File: src/hw/rtl/rrqs_pkg.sv
// ----------------------------------------------------------------------------
// rrqs_pkg
// Request, result and process record types for the quantum scheduler.
// ----------------------------------------------------------------------------
`default_nettype none

package rrqs_pkg;

  localparam logic REQ_LOAD = 1'b0;
  localparam logic REQ_RUN  = 1'b1;

  typedef struct packed {
    logic        req_type;
    logic [6:0]  process_id;
    logic [31:0] arrival_time;
    logic [31:0] burst_time;
    logic [31:0] first_response_offset;
  } req_t;

  typedef struct packed {
    logic        slice_valid;
    logic [6:0]  process_id_res;
    logic [31:0] slice_start;
    logic [31:0] slice_end;
    logic        finished;
    logic [31:0] turnaround;
    logic [31:0] wait_time;
    logic        response_valid;
    logic [31:0] response_time;
    logic        last;
  } res_t;

  // one entry of the process table
  typedef struct packed {
    logic [31:0] arrival;
    logic [31:0] remaining;
    logic [31:0] countdown;
    logic [31:0] service;
    logic [6:0]  ident;
    logic        responded;
  } rec_t;

  // ready ring control
  typedef struct packed {
    logic push;
    logic pop;
  } ring_op_t;

endpackage

`default_nettype wire

File: src/hw/rtl/rrqs_ring.sv
// ----------------------------------------------------------------------------
// rrqs_ring
// Ready queue of process slots held in a circular memory.
// ----------------------------------------------------------------------------
`default_nettype none

module rrqs_ring #(
  parameter int MAX_PROCS = 64
) (
  input  wire logic                             clk,
  input  wire logic                             rst,
  input  wire rrqs_pkg::ring_op_t               op,
  input  wire logic [$clog2(MAX_PROCS)-1:0]     wslot,
  output logic [$clog2(MAX_PROCS)-1:0]          rslot,
  output logic [$clog2(MAX_PROCS+1)-1:0]        count
);

  localparam int AW = $clog2(MAX_PROCS);
  localparam int CW = $clog2(MAX_PROCS + 1);

  logic [AW-1:0] ring_mem [MAX_PROCS];
  logic [AW-1:0] head;
  logic [CW:0]   tail_sum;
  logic [AW-1:0] tail;

  // tail = (head + count) mod depth
  always_comb begin
    tail_sum = (CW+1)'(head) + (CW+1)'(count);
    if (tail_sum >= (CW+1)'(MAX_PROCS)) begin
      tail_sum = tail_sum - (CW+1)'(MAX_PROCS);
    end
    tail = tail_sum[AW-1:0];
  end

  // storage, read data registered
  always_ff @(posedge clk) begin
    if (op.push && count < CW'(MAX_PROCS)) begin
      ring_mem[tail] <= wslot;
    end
    rslot <= ring_mem[head];
  end

  // head and fill count
  always_ff @(posedge clk) begin
    if (rst) begin
      head  <= '0;
      count <= '0;
    end else if (op.push) begin
      if (count < CW'(MAX_PROCS)) begin
        count <= count + CW'(1);
      end
    end else if (op.pop) begin
      head  <= (head == AW'(MAX_PROCS - 1)) ? '0 : head + AW'(1);
      count <= count - CW'(1);
    end
  end

endmodule

`default_nettype wire

File: config.mk
export PLATFORM = sky130hd
export DESIGN_NAME = rrqs_ring
export DESIGN_NICKNAME = d
export VERILOG_FILES = /design/src/hw/rtl/rrqs_pkg.sv /design/src/hw/rtl/rrqs_ring.sv
export SDC_FILE = /design/constraint.sdc
export NUM_CORES = 1
export LEC_CHECK = 0
export BUFFER_PORTS_ARGS = -buffer_cell sky130_fd_sc_hd__buf_2
export CORE_MARGIN = 5
export CORE_UTILIZATION = 55
export CTS_CLUSTER_DIAMETER = 80
export CTS_CLUSTER_SIZE = 8
export DETAILED_ROUTE_END_ITERATION = 16
export GPL_TIMING_DRIVEN = 0
export PLACE_DENSITY = 0.71
export SLEW_MARGIN = 25
export SYNTH_ARGS = -nofsm -noshare
export SYNTH_HDL_FRONTEND = slang
export SYNTH_SLANG_ARGS = --single-unit
File: constraint.sdc
create_clock -name clk -period 5.03 [get_ports clk]
set_input_delay 0.2515 -clock clk [delete_from_list [all_inputs] [get_ports clk]]
set_output_delay 0.2515 -clock clk [all_outputs]
set_load 0.005 [all_outputs]
==> results by group <==
Status
  – Run status: complete, no violations

Worst setup path
  – Worst flop-to-flop path endpoint: ring_mem[15][0]
  – CP Cell Sequence: ha_1, fa_1, a21o_1, a21oi_1, xor2_1, nand2_1, clkbuf_1, nor3_1
  – Worst Setup EP: ring_mem[15][0]
  – CP required: 5.21 ns
  – Worst Setup SP: count[0]
  – Critical Path Slowest Stage Cell: nor3_1
  – Worst Setup Path Type: flip-flop to flip-flop
  – CP Capture Type: flip-flop
  – Reg2reg start: count[0]
  – CP arrival: between 3 and 4 ns
  – Stages on the worst setup path: 8
  – CP max stage delay: around 0.93 ns
  – Crit start category: flip-flop
  – Crit path max-delay family: simple AND/OR/NAND/NOR gates
  – Depth of the worst register-to-register path: 8
  – Worst reg2reg setup slack: between 1 and 1.5 ns
  – CP Buf/Inv Count: 1
  – Worst-path maximum fanout: 10

Synthesis
  – Primary FF master, synth: edfxtp_1
  – Cells after Synth: approximately 830
  – Post-synthesis cell area: roughly 16,000 sq um
  – Cell variety after synth: 44
  – Yosys warnings: 0
  – FFs w/ async S/R, synth: 0%
  – Synth Net Count: between 800 and 900
  – Sequential area share after synthesis: between 70% and 80%
  – Syn Area/Cell: ~20 sq um
  – Synth area leaders: edfxtp_1 (71%), mux4_2 (14%), dfxtp_1 (2.3%)
  – Flops & latches, synth: between 400 and 500
  – Area leader, netlist: edfxtp_1
  – Post-synth EDFFs: ~380
  – Synth top area share: around 71%

Routing
  – Vias: roughly 8,500
  – Residual DRC: 0
  – Overall routed net length: 36,450 um
  – Drt pass-1 iters: 5
  – Vias/cell: around 6.5
  – Initial drt markers: ~1,100
  – Wire per inst: about 28 um
  – Routed Antenna Nets: 0

Placement
  – Final Wtd Congestion: roughly 0.9
  – IO Port Bufs: 22
  – Place WS: ~1.4 ns
  – Post-DP HPWL: 23,190 um

CTS
  – Root Buffer: clkbuf_16
  – Post-CTS repair timing setup buffer count: 0
  – H-tree depth: 2
  – Clock sink total: around 400
  – Clk Latency, worst-skew pair: about 0.56 ns
  – CTS resizes: 0
  – CTS Hold Bufs: 0
  – Clock Tree Buf Depth: 3
  – CTS tree: done
  – CTS Buf Count: 56
  – Clock transition at path regs: around 0.05 ns

Power and ir drop
  – Leak: ~5.8 nW
  – Pwr/cell area: 432.4 nW/um^2
  – Maximum vdd ir drop: around 0.00033 V

Layout
  – Share of cells above drive strength 1: between 20% and 30%
  – N_diodes: 0
  – Nets: approximately 940
  – Filler Cells Inserted: between 1,500 and 2,000
  – P&R area growth vs syn: 13.48%

STA
  – Final setup vio count: 0
  – Unrepaired setup endpoints after global routing: false
  – Fin Setup TNS: 0 ns
  – Period utilization: around 74%
  – Final Hold Fails: 0
  – Final setup skew: around 0.011 ns
  – Slew HR: between 20% and 30%
  – Setup ws final: 1.309 ns
  – Worst slew pin tran: approximately 1.1 ns
  – Highest clock rate: approximately 270 MHz
  – Max-slew violation count: 0
  – Fin crit period: roughly 3.7 ns

Global routing
  – Vias in the first global route: ~8,600
  – Pin count of the biggest net entering global routing: 65
  – Total GRT Usage: approximately 22%
  – First-pass GRT wire length: 55,020 um
  – Total grt overflow: 0
  – Initial antenna violation count: 0

Die
  – Core Rows: 62
  – Ports: 23
  – Die height: 181.7 um
  – Die Wd: between 150 and 200 um
  – Core footprint: approximately 29,000 sq um
  – Die Area: 33,020 sq um
  – Starting Density: ~56%

Min path
  – Hold Crit Class: primary input to flip-flop

Run
  – Max Cap Viol: 0
==> per-layer routing <==
layer	up-vias	share of wire [%]	global-route usage (%)
met5	-	0	0
met4	0	2.8	6.485
met3	63	9.0	4.882
met2	448	47	34.37
met1	4392	41	32.74
li1	3623	-	-
==> worst min-delay path: stages <==
cell and delay (ns):
buf_2 0.14, a31oi_1 0.06, o41ai_1 0.06, nor3_1 0.04
==> where the power goes <==
| group | internal, mW | leakage, nW | switching (mW) |
|---|---|---|---|
| Sequential | 3.79 | 3.61 | 0.0511 |
| Clock | 2.00 | 0.726 | 1.29 |
| Combinational | 0.283 | 1.42 | 0.549 |
==> synthesized netlist by cell type (14+ instances only) <==
cell,instances
nor2_1,14
a21oi_1,16
edfxtp_1,384
mux2i_1,20
clkbuf_1,23
nor3_1,75
buf_2,16
dfxtp_1,19
mux4_2,98
nand2_1,28
==> layout by cell type (no fill, tap or decap), drive strengths merged, types with 2 or more instances in the layout <==
cell type  instances
clkinv             2
and3               3
edfxtp           384
o21ai             12
o211ai             4
o22ai              2
a221oi             8
xnor2              7
nand3b             2
nor3              75
mux2i             20
ha                12
xor2               6
nor3b              3
nor2b              4
nand3             12
mux4              98
nor2              14
nand2             28
inv                6
a211oi             4
buf               48
mux2              12
a21oi             17
fa                 2
a31oi              2
nor4b              2
a41oi              3
nand4              2
clkbuf           100
a22oi              8
a21o               7
dfxtp             19
==> registers in the layout, summed over array words and instances, names as in the netlist <==
name and count:
ring_mem 384, count 7, head 6, rslot 6
==> worst min path at each step <==
stage | start | endpoint | slack [ns] | cells past startpoint
6_report | rst | count[6] | 0.04 | 4
5_1_grt | rst | count[6] | 0.06 | 4
4_1_cts | rst | count[6] | 0.01 | 4
3_5_place_dp | count[4] | count[4] | 0.58 | 2
3_3_place_gp | count[2] | count[2] | 0.57 | 2
2_1_floorplan | wslot[0] | ring_mem[0][0] | 0.35 | 0
==> cell families after synthesis <==
| logic type | after synthesis | share of synthesized area [%] |
|---|---|---|
| DFF | 403 | 73.46 |
| and+or+nand+nor | 149 | 4.514 |
| muxes | 130 | 15.68 |
| AOI/OAI and AO/OA | 70 | 2.894 |
| buffers and inverters | 54 | 1.582 |
| adders and majority gates | 14 | 1.173 |
| xor gates and xnor gates | 13 | 0.7022 |
==> final cells by class <==
type | instances | area [sq um] | share of cell area, %
Inverter | 6 | 22.52 | 0.1224
Sequential cell | 403 | 11910 | 64.73
Clock inverter | 3 | 32.53 | 0.1768
Clock buffer | 77 | 1480 | 8.044
Multi-Input combinational cell | 376 | 4098 | 22.27
Tap cell | 384 | 480.5 | 2.611
Timing Repair Buffer | 23 | 142.6 | 0.7751
Buffer | 48 | 234.0 | 1.272
==> through the flow <==
stage          area, sq um  hold WS, ns  utilization (%)  std cells  power [mW]
2_1_floorplan        16220       0.3504                -        833       4.399
3_3_place_gp         16810       0.5660            58.08       1239       4.679
3_5_place_dp         16850       0.5762            58.23       1240       4.708
4_1_cts              18360      0.01106            63.46       1320       7.969
5_1_grt              18400      0.06170            63.60       1320       8.207
6_report             18400      0.03599            63.60       1320       7.957
Note: power is estimated with default switching activity, not from simulation.
