===== config.mk =====
export PLATFORM = sky130hd
export DESIGN_NAME = rrqs_alu
export DESIGN_NICKNAME = d
export VERILOG_FILES = /design/src/hw/rtl/rrqs_alu.sv
export SDC_FILE = /design/constraint.sdc
export NUM_CORES = 1
export LEC_CHECK = 0
export ABC_AREA = 1
export BUFFER_PORTS_ARGS = -buffer_cell sky130_fd_sc_hd__buf_4
export CORE_ASPECT_RATIO = 1.5
export CORE_MARGIN = 3
export CORE_UTILIZATION = 50
export DETAILED_ROUTE_END_ITERATION = 6
export PLACE_DENSITY = 0.81
export SYNTH_ARGS = -nofsm -noshare
export SYNTH_HDL_FRONTEND = slang
export SYNTH_SLANG_ARGS = --single-unit

===== constraint.sdc =====
create_clock -name vclk -period 4.3
set_input_delay 0.43 -clock vclk [all_inputs]
set_output_delay 0.43 -clock vclk [all_outputs]
set_load 0.03 [all_outputs]

===== src/hw/rtl/rrqs_alu.sv =====
// ----------------------------------------------------------------------------
// rrqs_alu
// Shared 32-bit add/subtract unit with carry, reused by every slice step.
// ----------------------------------------------------------------------------
`default_nettype none

module rrqs_alu (
  input  wire logic [31:0] a,
  input  wire logic [31:0] b,
  input  wire logic        sub,
  output logic [31:0]      y,
  output logic             carry
);

  logic [32:0] sum;

  // on subtract, carry high means a >= b
  assign sum   = {1'b0, a} + {1'b0, (sub ? ~b : b)} + {32'd0, sub};
  assign y     = sum[31:0];
  assign carry = sum[32];

endmodule

`default_nettype wire


==> reports/qor.csv, run 1 <==
stage;metric;value;unit
run_status;status;finished, final reports clean;
detailed_routing;finalWirelength;8260;µm
sta;rsz0062_at_grt;no;
detailed_routing;vias;3159;
floorplan;die_w;65.1;µm
placed_design;numPortBuffers;98;
final_layout;seq_cells;0;
final_layout;final_common_cell;nand2_1;
detailed_routing;firstDrtPassIters;4;
worst_setup_path;path_class;in -> out;
power;power.density;265;mW/mm²
worst_setup_path;startpoint_type;primary input;
global_routing;antenna_found_initial;0;
sta;fin_crit;2980;ps
detailed_routing;remaining_drc_errors;0;
detailed_routing;wl_per_cell;12.8;µm
final_layout;seq_area;0;µm²
power;irDropWorstVdd;0.000203;V
job;cap_violations;0;
final_layout;clock_buffers;0;
global_routing;grt_usage;0.274;
global_routing;gr-total-overflow;0;
final_layout;layout_common_cells;nand2_1, buf_4, inv_1;
min_path;hp-class;in -> out;
sta;final.setup.tns;0;ps
clocking;post_cts_resized;0;
sta;setup_ws;1320;ps
sta;final-setup-viol-count;0;
synth;netlist_instances;484;
sta;relSlewSlack;0.656;
placed_design;dp_slack;1290;ps
sta;fmax;335;MHz
global_routing;grt_max_degree;33;
worst_setup_path;crit_arrival;2550;ps
global_routing;grt_pass1_vias;3199;
floorplan;coreArea;0.00493;mm²
final_layout;instances_no_fill;644;
worst_setup_path;crit_required;3870;ps
final_layout;fill_cells;470;
detailed_routing;viasPerCell;4.91;
clocking;ctsHoldBuffers;0;
sta;maxSlewViolCount;0;
sta;tightest_slew;516;ps
final_layout;nets;680;
placed_design;place.gp.congestion;0.929;
synth;synth_top_area_cell;nand2_1;
sta;post-route-period-util;0.694;
power;power;0.000903;W
global_routing;grt_pass1_wl;13700;µm
floorplan;pin_count;98;
sta;hold_viol_final;0;
synth;yosysWarnings;0;
floorplan;die_h;94.6;µm
worst_setup_path;critPathCaptureType;output pin;
clocking;post_cts_buffers;0;
synth;synth_area;0.00262;mm²
synth;yosysSeqAreaShare;0;
synth;ys_types;27;
final_layout;layout-drive-gt1-share;0.230;
synth;synth_top_area_share;0.228;
final_layout;syn2layout_area_growth;30.4;%
floorplan;initial_core_util;0.531;
worst_setup_path;critPathMaxFanout;32;
floorplan;dieArea;0.00615;mm²
placed_design;dp_hpwl;7450;µm
final_layout;utilization;0.692;
detailed_routing;drtIter0Drc;97;
detailed_routing;antenna_left;0;
synth;syn-num-nets;584;
power;power.leakage;2.08;nW
synth;synthTopCellsByArea;nand2_1, ha_1, xor2_1;
min_path;hold_path_depth;3;
synth;avgSynthCellArea;5.40;µm²
final_layout;n_antenna_cell;0;
placed_design;dp.cells;644;
floorplan;rows;31;
## kinds of logic (layout without fill, tap and decap cells)
family	after synthesis	count (layout)	share of synthesized area
adder cells (fa/ha/maj)	35	35	0.170
XOR/XNOR	47	47	0.157
AO/OA/AOI/OAI	57	57	0.120
buffers and inverters	94	188	0.138
AND/OR/NAND/NOR	251	251	0.414
## final timing paths
kind | from | to | slack, ps
setup / recovery | sub | y[22] | 1320
hold / removal | a[0] | y[0] | 1160
## cell usage after synthesis (all sizes together)
cell type,instances
a21oi,34
and2,2
buf,4
fa,1
ha,34
inv,90
nand2,174
nand3,23
nand4,1
nor2,43
nor3,7
nor4,1
o21ai,19
o21bai,4
xnor2,3
xor2,44
## per-layer routing
layer	global-route usage	part of all wire
met1	0.254	0.35
met2	0.565	0.53
met3	0.0214	0.056
met4	0.154	0.066
met5	0	0
## power by group
part / switching, W / total (W) / internal [W]
Sequential: 0 / 0 / 0
Clock: 0 / 0 / 0
Combinational: 0.000573 / 0.000903 / 0.000330
## metrics by stage
step | hold WS, ps | cell area (µm²)
finish | 1160 | 3410
global route | 1180 | 3410
CTS | 1160 | 3410
detailed placement | 1160 | 3410
global placement | 1160 | 3410
floorplan | 1030 | 2620
## worst max-delay path, stage by stage
cell     delay, ps
buf_4          420
nand2_1        100
nand2_1        100
inv_1           60
fa_1           410
o21ai_2        320
nand2_2        100
nand2_4         90
nand2_2         70
nand2_4         90
nand2_2         50
nand2_1         60
nand2_1         50
nand2_1         50
buf_4          150
## area by class of cell
class	count	area [µm²]	share of cell area
inverters	90	338	0.0990
multi-input cells	390	2250	0.661
well taps	66	82.6	0.0242
repair buffers	98	736	0.216
No activity file was read; power rests on OpenSTA's default activity.
==> run 2: changes to the inputs <==
--- a/config.mk
+++ b/config.mk
@@ -9,7 +9,7 @@
 export BUFFER_PORTS_ARGS = -buffer_cell sky130_fd_sc_hd__buf_4
 export CORE_ASPECT_RATIO = 1.5
 export CORE_MARGIN = 3
-export CORE_UTILIZATION = 50
+export CORE_UTILIZATION = 48
 export DETAILED_ROUTE_END_ITERATION = 6
 export PLACE_DENSITY = 0.81
 export SYNTH_ARGS = -nofsm -noshare
==> constraint.sdc (replaced) <==
create_clock -name vclk -period 2.4
set_input_delay 0.24 -clock vclk [all_inputs]
set_output_delay 0.24 -clock vclk [all_outputs]
set_load 0.03 [all_outputs]
==> run 2 against run 1 <==
Compared with the run above: the flow now finishes with violations (setup timing); largest power group unchanged; utilization rose by 12 points; critical path depth fell by 3; design area rose by 24%; critical endpoint is now y[12]; highest routed layer unchanged; sequential cell count did not move; global-route usage fell by 1.4 points; via count rose by 16%; die area rose by 3.8%.
==> reports/qor.csv, run 2 (synthesis results as in run 1) <==
stage;metric;value;unit;change
final_layout;final_common_cell;nand2_1;;
final_layout;clock_buffers;0;;unchanged
placed_design;dp_hpwl;7640;µm;+2.6%
global_routing;grt_pass1_vias;3078;;-3.8%
global_routing;busiest_layer;met2;;
detailed_routing;antenna_left;0;;unchanged
global_routing;grt_pass1_wl;13100;µm;-3.9%
sta;whs;784;ps;-379 ps
sta;tightest_slew;337;ps;-179 ps
power;power.density;482;mW/mm²;+82%
detailed_routing;vias;3654;;+16%
global_routing;antenna_found_initial;0;;unchanged
floorplan;die_w;66.3;µm;+1.9%
final_layout;seq_cells;0;;unchanged
run_status;violations;setup timing;;
job;cap_violations;0;;unchanged
detailed_routing;firstDrtPassIters;5;;+1
final_layout;seq_area;0;µm²;unchanged
sta;post-route-period-util;1.04;;
global_routing;met3_usage;0.0127;;-0.00870
global_routing;grt_max_degree;17;;-48%
worst_setup_path;critPathCaptureType;output pin;;
floorplan;pin_count;98;;unchanged
final_layout;instances_no_fill;676;;+5.0%
worst_setup_path;crit_required;2160;ps;-1710 ps
sta;relSlewSlack;0.774;;+0.118
sta;fin_crit;2500;ps;
final_layout;layout_common_cells;nand2_1, buf_4, inv_1;;
worst_setup_path;crit_arrival;2260;ps;-290 ps
final_layout;layout-drive-gt1-share;0.433;;+0.202
sta;setup_ws;-97.0;ps;-1410 ps
run_status;status;finished with violations;;
placed_design;numPortBuffers;98;;unchanged
global_routing;globalRouteMet2Util;0.542;;-0.0235
detailed_routing;finalWirelength;10800;µm;+31%
global_routing;met1_usage;0.254;;-0.000617
placed_design;detailed_place.area;0.00351;mm²;+2.9%
detailed_routing;drtIter0Drc;161;;+66%
final_layout;nets;710;;+4.4%
sta;final-setup-viol-count;8;;+8
placed_design;dp.cells;657;;+2.0%
final_layout;fill_cells;390;;-17%
worst_setup_path;startpoint_type;primary input;;
detailed_routing;remaining_drc_errors;0;;unchanged
min_path;hp-class;in -> out;;
floorplan;initial_core_util;0.502;;-0.0285
final_layout;fin_area;0.00424;mm²;+24%
worst_setup_path;critPathMaxFanout;7;;-78%
floorplan;coreArea;0.00520;mm²;+5.7%
sta;hold_viol_final;0;;unchanged
power;power.leakage;2.37;nW;+14%
detailed_routing;wl_per_cell;16.0;µm;+25%
final_layout;n_antenna_cell;0;;unchanged
global_routing;gr-total-overflow;0;;unchanged
final_layout;syn2layout_area_growth;62.0;%;
power;irDropWorstVdd;0.000280;V;+38%
floorplan;die_h;96.4;µm;+1.9%
detailed_routing;viasPerCell;5.41;;+10%
global_routing;grt_usage;0.261;;-0.0136
final_layout;utilization;0.814;;+0.121
floorplan;dieArea;0.00639;mm²;+3.8%
sta;maxSlewViolCount;0;;unchanged
sta;fmax;400;MHz;
sta;final.setup.tns;-222;ps;-222 ps
floorplan;rows;32;;+3.2%
worst_setup_path;path_class;in -> out;;
placed_design;place.gp.congestion;0.946;;+1.9%
-- run 2: cell types whose count changed in the layout (fill, tap and decap cells not counted), sizes merged --
cell	delta
clkbuf	+2
buf	+28
-- run 2: routing by layer --
layer / up-vias / part of all wire / wire length (µm)
met3: 62 / 0.064 / 694
met2: 212 / 0.52 / 5610
met5: - / 0 / 0
met4: 0 / 0.071 / 765
met1: 1639 / 0.35 / 3750
li1: 1741 / - / -
-- run 2: worst max-delay path: stages --
cell	delay [ps]
buf_12	130
buf_12	140
xor2_1	170
ha_1	410
nand2_2	150
nor2_4	160
and2_4	150
nand2_1	70
nand3_2	130
buf_4	130
xor2_1	180
buf_4	190
-- run 2: worst paths after layout --
| path | startpoint | to | slack (ps) | cells after the start |
|---|---|---|---|---|
| setup / recovery | sub | y[12] | -100 | 12 |
| hold / removal | a[0] | y[0] | 780 | 3 |
-- run 2: power by group --
group	switching, W	total [W]	internal, W
Combinational	0.00124	0.00204	0.000799
Clock	0	0	0
Sequential	0	0	0
-- run 2: repair_timing --
action / in CTS / in global routing
cloned: 0 / 2
pin swaps: 6 / 52
setup buffers: 4 / 13
gates resized for setup: 9 / 131
endpoints found under the setup margin: 20 / 23
endpoints found under the hold margin: 0 / 0
hold buffers: 0 / 0
-- run 2: final cells by class --
cell class	count	area [µm²]	share of cell area
tap	68	85.1	0.0201
inverter	90	338	0.0798
multi-input combinational	390	2760	0.651
timing repair buffer	128	1060	0.249
-- run 2: per-stage QoR --
stage / setup WS, ps / power (W)
after floorplan: 17.9 / 0.00108
after CTS: 13.0 / 0.00168
final: -97.0 / 0.00204
after detailed placement: -103 / 0.00165
after global routing: -181 / 0.00218
after global placement: -97.8 / 0.00163
